`src/rtl/egg_drop_min_trials_macros.svh`:
```
// Assertion macros shared by the egg drop block.
`ifndef EGG_DROP_MIN_TRIALS_MACROS_SVH
`define EGG_DROP_MIN_TRIALS_MACROS_SVH
`ifndef SYNTHESIS
// Property checked on every rising edge outside reset.
`define EDMT_ASSERT(lbl, clk, rstn, prop, msg) \
    lbl: assert property (@(posedge clk) disable iff (!(rstn)) (prop)) else $error(msg);
// Condition that must never be true outside reset.
`define EDMT_ASSERT_NEVER(lbl, clk, rstn, cond, msg) \
    `EDMT_ASSERT(lbl, clk, rstn, !(cond), msg)
`else
`define EDMT_ASSERT(lbl, clk, rstn, prop, msg)
`define EDMT_ASSERT_NEVER(lbl, clk, rstn, cond, msg)
`endif
`endif

```
`src/rtl/edmt_pkg.sv`:
```
// Package with field widths and the control state type of the egg drop block.
`timescale 1ns / 1ps
`default_nettype none
package edmt_pkg;

    localparam int EGGS_W   = 5;
    localparam int FLOORS_W = 9;
    localparam int TRIALS_W = 9;
    localparam int IN_W     = 16;
    localparam int OUT_W    = 16;
    localparam int TRIALS_MAX = 511;

    typedef enum logic [2:0]
    {
        ST_IDLE = 3'b001,
        ST_RUN  = 3'b010,
        ST_DONE = 3'b100
    } state_t;

endpackage
`default_nettype wire

```
`src/rtl/edmt_row_store.sv`:
```
// Two row memories of the trials table, swapped between previous and current row.
`timescale 1ns / 1ps
`default_nettype none
module edmt_row_store #(
    parameter int DEPTH = 257,
    parameter int AW    = 9,
    parameter int DW    = 9
) (
    input  wire logic          clk,
    input  wire logic          cur_sel,
    input  wire logic [AW-1:0] addr_prev,
    input  wire logic [AW-1:0] addr_cur,
    input  wire logic          wr_en,
    input  wire logic          wr_sel,
    input  wire logic [AW-1:0] wr_addr,
    input  wire logic [DW-1:0] wr_data,
    output logic      [DW-1:0] q_prev,
    output logic      [DW-1:0] q_cur
);

    logic [DW-1:0] mem0 [DEPTH];
    logic [DW-1:0] mem1 [DEPTH];
    logic [DW-1:0] q0_reg;
    logic [DW-1:0] q1_reg;
    logic          sel_reg;
    logic [AW-1:0] addr0;
    logic [AW-1:0] addr1;

    // the current row lives in the memory picked by cur_sel
    assign addr0 = cur_sel ? addr_prev : addr_cur;
    assign addr1 = cur_sel ? addr_cur : addr_prev;

    always_ff @(posedge clk)
    begin
        if (wr_en && !wr_sel)
        begin
            mem0[wr_addr] <= wr_data;
        end
        q0_reg <= mem0[addr0];
    end

    always_ff @(posedge clk)
    begin
        if (wr_en && wr_sel)
        begin
            mem1[wr_addr] <= wr_data;
        end
        q1_reg <= mem1[addr1];
    end

    always_ff @(posedge clk)
    begin
        sel_reg <= cur_sel;
    end

    assign q_prev = sel_reg ? q0_reg : q1_reg;
    assign q_cur  = sel_reg ? q1_reg : q0_reg;

endmodule
`default_nettype wire

```
`src/rtl/egg_drop_min_trials.sv`:
```
// Top level of the egg drop minimum trials block.
//
//  channel   dir  fields (tdata, lowest bit up)          transfer
//  s_axis    in   eggs[4:0], floors[13:5], zero pad      tvalid & tready
//  m_axis    out  trials[8:0], zero pad                  tvalid & tready
//
// With one egg or at most one floor the control goes straight to the done state and the
// result is then registered for output. Otherwise each egg row from two up to eggs walks
// every floor count j from 2 to floors, one compare per drop floor plus one write-back
// bubble per count. Reset clears the control state; the row memories are not cleared,
// since every entry read is written earlier in the same item.
// The output register holds a finished result while the next item is accepted.
`timescale 1ns / 1ps
`default_nettype none
`include "egg_drop_min_trials_macros.svh"
module egg_drop_min_trials #(
    parameter int MAX_EGGS   = 16,
    parameter int MAX_FLOORS = 256
) (
    input  wire logic                      clk,
    input  wire logic                      rst_n,
    input  wire logic                      s_axis_tvalid,
    output logic                           s_axis_tready,
    // eggs [4:0], floors [13:5], zero [15:14]
    input  wire logic [edmt_pkg::IN_W-1:0] s_axis_tdata,
    output logic                           m_axis_tvalid,
    input  wire logic                      m_axis_tready,
    // trials [8:0], zero [15:9]
    output logic [edmt_pkg::OUT_W-1:0]     m_axis_tdata
);

    import edmt_pkg::*;

    // floor counts, addresses and table values share one width
    localparam int FW_RAW = $clog2(MAX_FLOORS + 1);
    localparam int FW     = (FW_RAW > 2) ? FW_RAW : 2;
    localparam int EW_RAW = $clog2(MAX_EGGS + 1);
    localparam int EW     = (EW_RAW > 2) ? EW_RAW : 2;
    localparam int CW     = (FW > FLOORS_W) ? FW : FLOORS_W;
    localparam int EC     = (EW > EGGS_W) ? EW : EGGS_W;
    localparam int DEPTH  = MAX_FLOORS + 1;

    state_t        state_reg, state_next;
    logic [EW-1:0] eggs_reg;
    logic [FW-1:0] floors_reg;
    logic [EW-1:0] e_reg;
    logic [FW-1:0] j_reg;
    logic [FW-1:0] x_reg;
    logic [FW-1:0] best_reg;
    logic [TRIALS_W-1:0] res_reg;
    logic          out_valid_reg;
    logic [TRIALS_W-1:0] out_data_reg;

    // compare stage, aligned with the memory read data
    logic          p_valid_reg;
    logic          p_first_reg;
    logic          p_last_reg;
    logic          p_final_reg;
    logic          p_sel_reg;
    logic [FW-1:0] p_j_reg;
    logic          p_a_byp_reg;
    logic          p_b_byp_reg;
    logic [FW-1:0] p_a_val_reg;
    logic [FW-1:0] p_b_val_reg;

    logic [EC-1:0] eggs_in;
    logic [CW-1:0] floors_in;
    logic [EW-1:0] eggs_sat;
    logic [FW-1:0] floors_sat;
    logic          in_xfer;
    logic          issue;
    logic [FW-1:0] addr_prev;
    logic [FW-1:0] addr_cur;
    logic [FW-1:0] q_prev;
    logic [FW-1:0] q_cur;
    logic [FW-1:0] a_val;
    logic [FW-1:0] b_val;
    logic [FW-1:0] cand;
    logic [FW-1:0] best_in;
    logic          out_free;

    function automatic logic [TRIALS_W-1:0] sat_trials(input logic [FW-1:0] v);
        logic [CW-1:0] ext;
        ext = CW'(v);
        if (ext > CW'(TRIALS_MAX))
        begin
            sat_trials = TRIALS_W'(TRIALS_MAX);
        end
        else
        begin
            sat_trials = ext[TRIALS_W-1:0];
        end
    endfunction

    // clamp the input fields into the table range
    always_comb
    begin
        eggs_in   = EC'(s_axis_tdata[EGGS_W-1:0]);
        floors_in = CW'(s_axis_tdata[EGGS_W+FLOORS_W-1:EGGS_W]);
        if (eggs_in == '0)
        begin
            eggs_sat = EW'(1);
        end
        else if (eggs_in > EC'(MAX_EGGS))
        begin
            eggs_sat = EW'(MAX_EGGS);
        end
        else
        begin
            eggs_sat = eggs_in[EW-1:0];
        end
        if (floors_in > CW'(MAX_FLOORS))
        begin
            floors_sat = FW'(MAX_FLOORS);
        end
        else
        begin
            floors_sat = floors_in[FW-1:0];
        end
    end

    assign s_axis_tready = (state_reg == ST_IDLE);
    assign in_xfer       = s_axis_tvalid && s_axis_tready;
    assign out_free      = !out_valid_reg || m_axis_tready;

    // hold issue back while the last drop floor of a count is in the compare stage,
    // so the next count reads the entry just written back
    assign issue = (state_reg == ST_RUN) && !(p_valid_reg && p_last_reg);

    assign addr_prev = x_reg - FW'(1);
    assign addr_cur  = j_reg - x_reg;

    edmt_row_store #(
        .DEPTH (DEPTH),
        .AW    (FW),
        .DW    (FW)
    ) u_rows (
        .clk       (clk),
        .cur_sel   (e_reg[0]),
        .addr_prev (addr_prev),
        .addr_cur  (addr_cur),
        .wr_en     (p_valid_reg && p_last_reg),
        .wr_sel    (p_sel_reg),
        .wr_addr   (p_j_reg),
        .wr_data   (best_in),
        .q_prev    (q_prev),
        .q_cur     (q_cur)
    );

    // one candidate per cycle outside write-back bubbles: 1 + max of the two row entries, then the running minimum
    always_comb
    begin
        a_val = p_a_byp_reg ? p_a_val_reg : q_prev;
        b_val = p_b_byp_reg ? p_b_val_reg : q_cur;
        cand  = ((a_val > b_val) ? a_val : b_val) + FW'(1);
        if (p_first_reg || (cand < best_reg))
        begin
            best_in = cand;
        end
        else
        begin
            best_in = best_reg;
        end
    end

    always_comb
    begin
        state_next = state_reg;
        unique case (state_reg)
            ST_IDLE:
            begin
                if (in_xfer)
                begin
                    if ((eggs_sat == EW'(1)) || (floors_sat <= FW'(1)))
                    begin
                        state_next = ST_DONE;
                    end
                    else
                    begin
                        state_next = ST_RUN;
                    end
                end
            end
            ST_RUN:
            begin
                if (p_valid_reg && p_final_reg)
                begin
                    state_next = ST_DONE;
                end
            end
            ST_DONE:
            begin
                if (out_free)
                begin
                    state_next = ST_IDLE;
                end
            end
            default:
            begin
                state_next = ST_IDLE;
            end
        endcase
    end

    always_ff @(posedge clk or negedge rst_n)
    begin
        if (!rst_n)
        begin
            state_reg     <= ST_IDLE;
            out_valid_reg <= 1'b0;
            p_valid_reg   <= 1'b0;
        end
        else
        begin
            state_reg   <= state_next;
            p_valid_reg <= issue;
            if ((state_reg == ST_DONE) && out_free)
            begin
                out_valid_reg <= 1'b1;
            end
            else if (m_axis_tready)
            begin
                out_valid_reg <= 1'b0;
            end
        end
    end

    // payload and loop counters
    always_ff @(posedge clk)
    begin
        if (in_xfer)
        begin
            eggs_reg   <= eggs_sat;
            floors_reg <= floors_sat;
            e_reg      <= EW'(2);
            j_reg      <= FW'(2);
            x_reg      <= FW'(1);
            res_reg    <= sat_trials(floors_sat);
        end
        else if (issue)
        begin
            if (x_reg == j_reg)
            begin
                x_reg <= FW'(1);
                if (j_reg == floors_reg)
                begin
                    j_reg <= FW'(2);
                    e_reg <= e_reg + EW'(1);
                end
                else
                begin
                    j_reg <= j_reg + FW'(1);
                end
            end
            else
            begin
                x_reg <= x_reg + FW'(1);
            end
        end

        // entries at zero and one floor, and the whole one-egg row, are known values
        p_first_reg <= (x_reg == FW'(1));
        p_last_reg  <= (x_reg == j_reg);
        p_final_reg <= (x_reg == j_reg) && (j_reg == floors_reg) && (e_reg == eggs_reg);
        p_sel_reg   <= e_reg[0];
        p_j_reg     <= j_reg;
        p_a_byp_reg <= (e_reg == EW'(2)) || (addr_prev <= FW'(1));
        p_b_byp_reg <= (addr_cur <= FW'(1));
        p_a_val_reg <= addr_prev;
        p_b_val_reg <= addr_cur;

        if (p_valid_reg)
        begin
            best_reg <= best_in;
            if (p_final_reg)
            begin
                res_reg <= sat_trials(best_in);
            end
        end

        if ((state_reg == ST_DONE) && out_free)
        begin
            out_data_reg <= res_reg;
        end
    end

    assign m_axis_tvalid = out_valid_reg;
    assign m_axis_tdata  = {(OUT_W - TRIALS_W)'(0), out_data_reg};

    `EDMT_ASSERT(a_stage_in_run, clk, rst_n, p_valid_reg |-> (state_reg == ST_RUN), "compare stage busy outside run")
    `EDMT_ASSERT(a_wb_bubble, clk, rst_n, (p_valid_reg && p_last_reg) |=> !p_valid_reg, "no bubble after write-back")
    `EDMT_ASSERT_NEVER(a_issue_in_idle, clk, rst_n, issue && (state_reg != ST_RUN), "issue outside run")

endmodule
`default_nettype wire

```
`config.mk`:
```
export PLATFORM = sky130hd
export DESIGN_NAME = egg_drop_min_trials
export DESIGN_NICKNAME = d
export VERILOG_FILES = /design/src/rtl/edmt_pkg.sv /design/src/rtl/edmt_row_store.sv /design/src/rtl/egg_drop_min_trials.sv
export VERILOG_INCLUDE_DIRS = /design/src /design/src/rtl
export SDC_FILE = /design/constraint.sdc
export NUM_CORES = 2
export LEC_CHECK = 0
export BUFFER_PORTS_ARGS = -buffer_cell sky130_fd_sc_hd__buf_2
export CORE_MARGIN = 3
export CORE_UTILIZATION = 55
export CTS_BUF_LIST = sky130_fd_sc_hd__clkbuf_2 sky130_fd_sc_hd__clkbuf_4 sky130_fd_sc_hd__clkbuf_8
export CTS_CLUSTER_SIZE = 8
export DETAILED_ROUTE_END_ITERATION = 8
export GPL_ROUTABILITY_DRIVEN = 0
export HOLD_SLACK_MARGIN = 0.08
export PLACE_DENSITY = 0.82
export SYNTH_ARGS = -nofsm -noshare
export SYNTH_HDL_FRONTEND = slang
export SYNTH_MEMORY_MAX_BITS = 65536
export SYNTH_SLANG_ARGS = --single-unit
```
`constraint.sdc`:
```
create_clock -name clk -period 20.5 [get_ports clk]
set_input_delay 3.075 -clock clk [delete_from_list [all_inputs] [get_ports clk]]
set_output_delay 3.075 -clock clk [all_outputs]
set_load 0.005 [all_outputs]
```
==> summary.md <==
| Metric | Value |
|---|---|
| CP Launch Type | `flip-flop` |
| Skew-Pair Late Insertion Delay | `1.12 ns` |
| Worst EP required | `21.22 ns` |
| Largest net degree at the start of global routing | `227` |
| Rel. slew slack | `under 10%` |
| Final Setup Violations | `0` |
| Post-synth EDFFs | `between 4000 and 5000` |
| VDD IR max | `roughly 0.00046 V` |
| NumNets Final | `10092` |
| Iter 0 DRT Violations | `roughly 14000` |
| Post-Syn Area | `approximately 0.19 mm²` |
| DRT Pass-1 Iters | `7` |
| Multiplexer area fraction after synthesis | `between 10% and 20%` |
| Mapped Avg Cell Area | `19.2 µm²` |
| Wire per inst | `about 30 µm` |
| DP HPWL | `about 250000 µm` |
| Top Registers | `u_rows.mem0 x2313, u_rows.mem1 x2313` |
| Dominant cell type by area after synthesis | `edfxtp_1` |
| Vias per Instance | `between 6 and 7` |
| Critical path peak fanout | `123` |
| Register area share after synthesis | `around three quarters` |
| Largest family of logic cells by synthesized area | `multiplexers` |
| Slowest cell on crit path | `dfxtp_1` |
| Total of max-cap violations | `0` |
| Commonest non-fill, non-tap cell in the layout | `edfxtp_1` |
| Die area | `between 0.3 and 0.4 mm²` |
| Hold Violations, Final | `0` |
| Most frequent cells in the layout | `4658 x edfxtp_1, 1132 x nand2_1, 1124 x mux4_2` |
| Final WL | `~450000 µm` |
| Min cycle time layout | `10.59 ns` |
| Async SR Flop Fraction | `less than 1%` |
| Critical path type | `flip-flop to flip-flop` |
| Compound-Gate Fraction of Synth Area | `1.42%` |
| Setup TNS | `0 ns` |
| Layout cells sized above 1 | `23.0%` |
| Slew at the pin with the worst max-slew slack | `between 1 and 1.5 ns` |
| Ys Warns | `0` |
| Post-CTS repair timing setup buffer count | `0` |
| CP max stage delay | `around 1.1 ns` |
| Die height | `a little under 600 µm` |
| Vias in the first global route | `between 90000 and 100k` |
| CTS clk-pin slew, worst paths | `0.06 ns` |
| Layout area overhead | `8.96%` |
| Die width | `roughly 590 µm` |
| Fmax achieved | `94.5 MHz` |
| Top FF cell, synth | `edfxtp_1` |
| Mapped Cells | `9723` |
| #FFs+latches synth | `around 4700` |
| Clock Tree Buf Depth | `4` |
| Placement Rows | `213` |
| Status | `finished clean` |
| Global-route wire length before repair | `roughly 660000 µm` |
| CTS tree | `done` |
| Largest cells by area after synthesis | `edfxtp_1 75%, mux4_2 14%, nand2_1 2.3%` |
| Arrival @ worst endpoint | `11.31 ns` |
| Number of nets with antenna violations after detailed routing | `0` |
| Crit path top cell by count | `buf_4` |
| Synth Area in Adders | `less than 1%` |
| Hold crit path type | `flip-flop to flip-flop` |
| Post-synthesis xor/xnor area fraction | `less than 1%` |
| Crit. End Element | `flip-flop` |
| PortBufs | `28` |
| Via count | `a little under 100k` |
| Yosys top cell area share | `74.9%` |
| WHS | `0.442 ns` |
| Max Clock Skew | `about 0.091 ns` |
| Post-synthesis simple-gate area fraction | `approximately 5.8%` |
| Clock buffer count from CTS | `around 700` |
| Drt drc | `0` |
| Total track usage | `25.6%` |
| Synth unique cells | `89` |
| Starting Density | `between 50% and 60%` |
| Clock sink total | `between 4000 and 5000` |
| CTS Hold Buffers Added | `0` |
| Standard cell core area | `around 0.34 mm²` |
| Final Cycle Share | `51.6%` |
| Leakage | `0.0646 µW` |
| PostCTS Resize Cnt | `0` |
| H-Tree Depth | `6` |
| CTS Root Buffer Type | `clkbuf_8` |
| Initial antenna violation count | `12` |
| Max-slew violation count | `0` |
| Pwr Density | `between 150 and 200 mW/mm²` |
| Grt total ovfl | `0` |
| RSZ-0062 raised after global routing | `no` |
| Num ports | `38` |
-- final cells by class --
type	count	area, µm²
Tap cell	4515	5650
Clock buffer	951	11600
Antenna cell	8	20.0
Clock inverter	87	564
Timing Repair Buffer	200	1580
Inverter	43	161
Sequential cell	4746	142000
Multi-Input combinational cell	4340	42300
Fill cell	22125	134000
-- path summary, 6_finish.rpt --
check / to / cells after the start / start / slack [ns]
worst min-delay path: out_data_reg[4] / 0 / res_reg[4] / 0.44
worst max-delay path: u_rows.mem0[12][8] / 26 / u_rows.sel_reg / 9.91
max in group asynchronous: state_reg[0] / 1 / rst_n / 18.47
worst min register to register: out_data_reg[4] / 0 / res_reg[4] / 0.44
min in group asynchronous: state_reg[2] / 1 / rst_n / 1.81
worst max register to register: u_rows.mem0[12][8] / 26 / u_rows.sel_reg / 9.91
-- layer usage --
metal | up-vias | part of all wire [%] | global-route usage [%]
met4 | 12 | 5.4 | 12.7
met1 | 49762 | 35 | 33.9
met2 | 7164 | 48 | 40.0
met5 | - | 0.015 | 0
met3 | 1240 | 12 | 6.60
li1 | 39505 | - | -
-- Yosys cell counts, types with 13 or more instances --
master and count:
a211oi_1 27, a21o_1 15, a21oi_1 37, a22oi_1 18, a311o_1 13, a311oi_1 54, a31oi_1 40, a32oi_1 31
and2_1 17, and3_1 56, buf_1 54, buf_2 217, buf_4 119, buf_6 14, clkbuf_1 196, dfxtp_1 83
edfxtp_1 4658, ha_1 33, inv_1 41, mux2_2 17, mux2i_1 192, mux4_2 1124, nand2_1 1133, nand3_1 600
nand4_1 32, nor2_1 612, nor2b_1 20, nor3_1 35, o211ai_1 23, o21ai_0 28, xnor2_1 35, xor2_1 20
-- logic make-up (layout without fill, tap and decap cells) --
logic type	after synthesis	after routing
flip-flops	4746	4746
other	1	15
buffers and inverters	643	1281
AND/OR/NAND/NOR	2559	2559
AO/OA/AOI/OAI	350	350
adder cells (fa/ha/maj)	34	34
XOR/XNOR	56	56
multiplexers	1334	1334
-- power by group --
group	total, µW	internal [µW]	switching, µW
combinational	12200	3030	9150
sequential	15500	15400	47.6
clock	7020	3620	3400
total	34600	22100	12600
-- metrics by stage --
step / util [%] / power [µW] / instances / instance area, µm² / setup WS [ns]
after floorplan: - / 24000 / 9729 / 187000 / 4.74
after global placement: 56.7 / 27000 / 13844 / 191000 / 10.54
after detailed placement: 56.7 / 27700 / 13844 / 191000 / 10.19
after CTS: 60.3 / 34600 / 14882 / 204000 / 10.11
after global routing: 60.3 / 35800 / 14883 / 204000 / 9.36
final: 60.3 / 34600 / 14890 / 204000 / 9.91
-- critical path: cells and delay by family, from the launching register on --
kind | cells | cell delay (ns)
buf+inv | 5 | 3.25
compound gates | 9 | 2.13
mux | 4 | 1.67
flops | 1 | 1.06
fa+ha+maj | 3 | 0.83
simple gates | 4 | 0.80
xor+xnor | 1 | 0.16
Power figures use the tool's default switching activity.
